## config.mk

```make
export PLATFORM = sky130hd
export DESIGN_NAME = nns_div
export DESIGN_NICKNAME = d
export VERILOG_FILES = /design/src/hw/rtl/nns_div.sv
export SDC_FILE = /design/constraint.sdc
export NUM_CORES = 1
export LEC_CHECK = 0
export ABC_CLOCK_PERIOD_IN_PS = 2920
export BUFFER_PORTS_ARGS = -buffer_cell sky130_fd_sc_hd__buf_2
export CAP_MARGIN = 20
export CORE_UTILIZATION = 25
export DETAILED_ROUTE_END_ITERATION = 6
export GPL_TIMING_DRIVEN = 0
export PLACE_DENSITY = 0.42
export SYNTH_ARGS = -nofsm -noshare
export SYNTH_HDL_FRONTEND = slang
export SYNTH_SLANG_ARGS = --single-unit
```

## constraint.sdc

```tcl
create_clock -name clk -period 2.92 [get_ports clk]
set_clock_uncertainty 0.05 [all_clocks]
set_input_delay 0.292 -clock clk [delete_from_list [all_inputs] [get_ports clk]]
set_output_delay 0.292 -clock clk [all_outputs]
set_load 0.01 [all_outputs]
```

## src/hw/rtl/nns_div.sv

```systemverilog
// Pipelined restoring divider, one quotient bit per stage.
// Requires n < d * 2**QW. Uses nothing from the package.

module nns_div #(
	parameter int QW  = 7,
	parameter int NW  = 18,
	parameter int DVW = 11
) (
	input  logic           clk,
	input  logic [NW-1:0]  n,
	input  logic [DVW-1:0] d,
	output logic [QW-1:0]  q
);

	localparam int EW = QW + DVW;

	logic [EW-1:0]  n_ext;
	logic [DVW-1:0] rem_q  [0:QW];
	logic [QW-1:0]  lq_q   [0:QW];   // remaining dividend bits, quotient shifts in
	logic [DVW-1:0] d_q    [0:QW];
	logic [DVW:0]   trial  [0:QW-1];
	logic [DVW:0]   diff   [0:QW-1];
	logic           ge     [0:QW-1];
	logic [DVW-1:0] rem_nx [0:QW-1];
	logic [QW-1:0]  lq_nx  [0:QW-1];

	// upper bits beyond DVW+QW are zero given the precondition
	assign n_ext = EW'(n);

	always_comb begin
		for (int k = 0; k < QW; k++) begin
			trial[k]  = {rem_q[k], lq_q[k][QW-1]};
			diff[k]   = trial[k] - {1'b0, d_q[k]};
			ge[k]     = trial[k] >= {1'b0, d_q[k]};
			rem_nx[k] = ge[k] ? diff[k][DVW-1:0] : trial[k][DVW-1:0];
			lq_nx[k]  = (lq_q[k] << 1) | QW'(ge[k]);
		end
	end

	always_ff @(posedge clk) begin
		rem_q[0] <= n_ext[EW-1:QW];
		lq_q[0]  <= n_ext[QW-1:0];
		d_q[0]   <= d;
		for (int k = 0; k < QW; k++) begin
			rem_q[k+1] <= rem_nx[k];
			lq_q[k+1]  <= lq_nx[k];
			d_q[k+1]   <= d_q[k];
		end
	end

	assign q = lq_q[QW];

endmodule

```

==> metrics.md <==
| Metric | Value |
|---|---|
| Final setup fails | 0 |
| Most frequent cell after synthesis | dfxtp_1 |
| CTS root buf | clkbuf_16 |
| Die footprint | 0.03524 mm^2 |
| DRT iter0 DRCs | 112 |
| Rows | 67 |
| Post-synthesis cell count | 824 |
| Area share of and/or/nand/nor cells after synthesis | 8.678% |
| Period utilization | 94.80% |
| Worst-Skew Late Latency | 0.51 ns |
| Vias | 5543 |
| Syn-to-layout area delta | 21.07% |
| Main area contributors after synthesis | dfxtp_1, ha_1, inv_1 |
| Reg2reg setup slack | 0.15 ns |
| Leakage | 4.722 nW |
| Outcome | finished, final reports clean |
| Final ANT Viol Nets | 0 |
| Clock Sinks | 210 |
| Fin crit period | 2.768 ns |
| Met2 Usage GRT | 16.35% |
| Launch point of the worst reg-to-reg path | lq_q[0][27]$_DFF_P_ |
| Placed instance count | 1308 |
| DR WL/cell | 11.07 um |
| Fin area | 0.01044 mm^2 |
| Setup CP Type | flip-flop to flip-flop |
| Met3 Use GR | 1.759% |
| Post-synth top area cell | dfxtp_1 |
| Post-synthesis adder-cell area fraction | 12.57% |
| Ports | 37 |
| Dominant synthesized flop cell | dfxtp_1 |
| Chip width | 187.7 um |
| Die Span Y | 187.7 um |
| Worst EP arrival | 3.11 ns |
| Power per cell area | 1081 mW/mm^2 |
| N_diodes | 0 |
| Req. time, crit path | 3.26 ns |
| Worst setup startpoint | lq_q[0][27]$_DFF_P_ |
| Post-Syn Area per Cell | 10.46 um^2 |
| Largest family of logic cells by synthesized area | compound AO/OA/AOI/OAI gates |
| Number of global-route vias before repair | 5588 |
| Place WS | 0.06850 ns |
| TNS Setup | 0 ns |
| Sw frac | 32.50% |
| Synth Warn # | 0 |
| First-pass GRT wire length | 26140 um |
| Port Buf Inserts | 36 |
| Initial antenna violation count | 0 |
| Max Cap Viol | 0 |
| Placer Congestion | 0.8198 |
| Post-synth cell types | 51 |
| GRT Total Usage | 8.987% |
| 1st-pass router iterations | 4 |
| Slew HR | 68.24% |
| GRT Residual Overflow | 0 |
| Final wirelength | 15270 um |
| Post-synthesis register bit count | 210 |
| Starting Density | 25.58% |
| Worst IR Drop VDD | 0.4092 mV |
| Fin nets | 1031 |
| Met1 Use GR | 10.19% |
| CTS clk-pin slew, worst paths | 0.05 ns |
| Post-synth EDFFs | 0 |
| Share of layout cells above drive strength 1 | 13.52% |
| Asr flop ratio synth | 0% |
| Longest Clk Path Bufs | 3 |
| Final Hold Viols | 0 |
| Syn nets | 937 |
| Dpl cell area | 0.009363 mm^2 |
| Power Total | 0.01128 W |
| DRC Markers | 0 |
| Nature of the critical path endpoint | flip-flop |
| Most heavily used metal layer in global routing | met2 |
| Hold Path Class | flip-flop to flip-flop |
| Share of power burned in registers | 34.7% |
| Cell Count, Final, Fillers Out | 1380 |
| Worst-path fanout max | 10 |
| Internal | 0.007615 W |
| Largest net degree at the start of global routing | 12 |
| Worst Setup Slack, final | 0.1517 ns |
| Post-Synth XOR/XNOR Area | 4.470% |
| RSZ-0062 raised after global routing | false |
| Power share of the clock group | 25.3% |
| CORE AREA | 0.03370 mm^2 |
| Post-Syn Area | 0.008622 mm^2 |
| CTS Buf Count | 25 |
| CTS tree | yes |
| Detailed placer's ending HPWL | 11830 um |
| Fmax | 361.2 MHz |
| Mux cell area share after synthesis | 5.224% |
| Synth Area in Compound Gates | 14.13% |
| Hold path startpoint | lq_q[1][2]$_DFF_P_ |
| Crit path launch type | flip-flop |
| Seq/Total Area, Yosys | 48.76% |
| Worst-Margin Slew | 0.4702 ns |
| Top cell type's share of synthesized area | 48.76% |
| H-tree depth | 1 |
| Switching power | 0.003667 W |
| Top cells by count, synth | dfxtp_1, inv_1, nor2_1, ha_1, a21oi_1 |
| Logic pwr share | 40.0% |
| Vias per cell | 4.017 |
| Final Slew Violations | 0 |
area by class of cell:
type / instances / area, um^2
Timing Repair Buffer: 67 / 485.5
Buffer: 23 / 175.2
Clock inverter: 4 / 48.80
Multi-Input combinational cell: 496 / 3897
Tap cell: 448 / 560.5
Fill cell: 3536 / 23260
Sequential cell: 210 / 4204
Clock buffer: 37 / 710.7
Inverter: 95 / 356.6
kinds of logic (layout without fill, tap and decap cells):
kind of cell | after synthesis | after routing
muxes | 36 | 36
AOI/OAI and AO/OA | 168 | 168
and+or+nand+nor | 165 | 165
DFF | 210 | 210
adders and majority gates | 83 | 83
buffers and inverters | 118 | 226
xor gates and xnor gates | 44 | 44
metrics by stage:
step | utilization [%] | hold slack [ns]
5_1_grt | 30.98 | 0.2779
4_1_cts | 30.90 | 0.2724
3_3_place_gp | 27.78 | 0.2621
2_1_floorplan | - | 0.2596
6_report | 30.98 | 0.2732
3_5_place_dp | 27.78 | 0.2621
registers in the layout, summed over array words and instances, names as in the netlist:
name	cells
lq_q	56
d_q	77
rem_q	77
final timing paths:
kind,to,cells after the start
min,lq_q[1][10]$_DFF_P_,0
max reg2reg,rem_q[4][3]$_DFF_P_,10
max,rem_q[4][3]$_DFF_P_,10
min reg2reg,lq_q[1][10]$_DFF_P_,0
repair_timing:
item                                    in CTS  in global routing
gates resized for setup                      0                  2
buffers inserted                             0                  2
hold endpoints to repair                    29                  0
hold buffers                                29                  0
endpoints found under the setup margin       0                 15
metal layers:
layer  share of wire (%)  up-vias  routed length (um)
li1                    -     2974                   -
met1                  44     2456                6785
met2                  49       83                7418
met3                 3.3       30                 510
met4                 3.7        0                 560
met5                   0        -                   0
power by group through the flow:
stage / registers (W) / logic [W] / clock network [W]
finish: 0.00391 / 0.00452 / 0.00285
global route: 0.00400 / 0.00510 / 0.00309
CTS: 0.00393 / 0.00454 / 0.00298
detailed placement: 0.00399 / 0.00448 / 0
global placement: 0.00398 / 0.00450 / 0
floorplan: 0.00386 / 0.00370 / 0
worst max-delay path, stage by stage (launching register included):
cell      delay (ns)
dfxtp_1         0.30
inv_1           0.05
ha_1            0.22
fa_1            0.40
nand2b_1        0.18
a21oi_1         0.28
a41o_2          0.19
a41oi_2         0.18
o21ai_4         0.28
buf_6           0.21
mux2_4          0.31
layout by cell type (no fill, tap or decap), types with 22 or more instances in the layout:
| cell type | synthesis | layout |
|---|---|---|
| a21oi_1 | 55 | 54 |
| buf_2 | 2 | 38 |
| clkbuf_16 | 0 | 25 |
| dfxtp_1 | 210 | 210 |
| dlygate4sd3_1 | 0 | 29 |
| ha_1 | 77 | 77 |
| inv_1 | 95 | 95 |
| nand2_1 | 22 | 22 |
| nor2_1 | 83 | 83 |
| xnor2_1 | 30 | 30 |
Power figures use the tool's default switching activity.
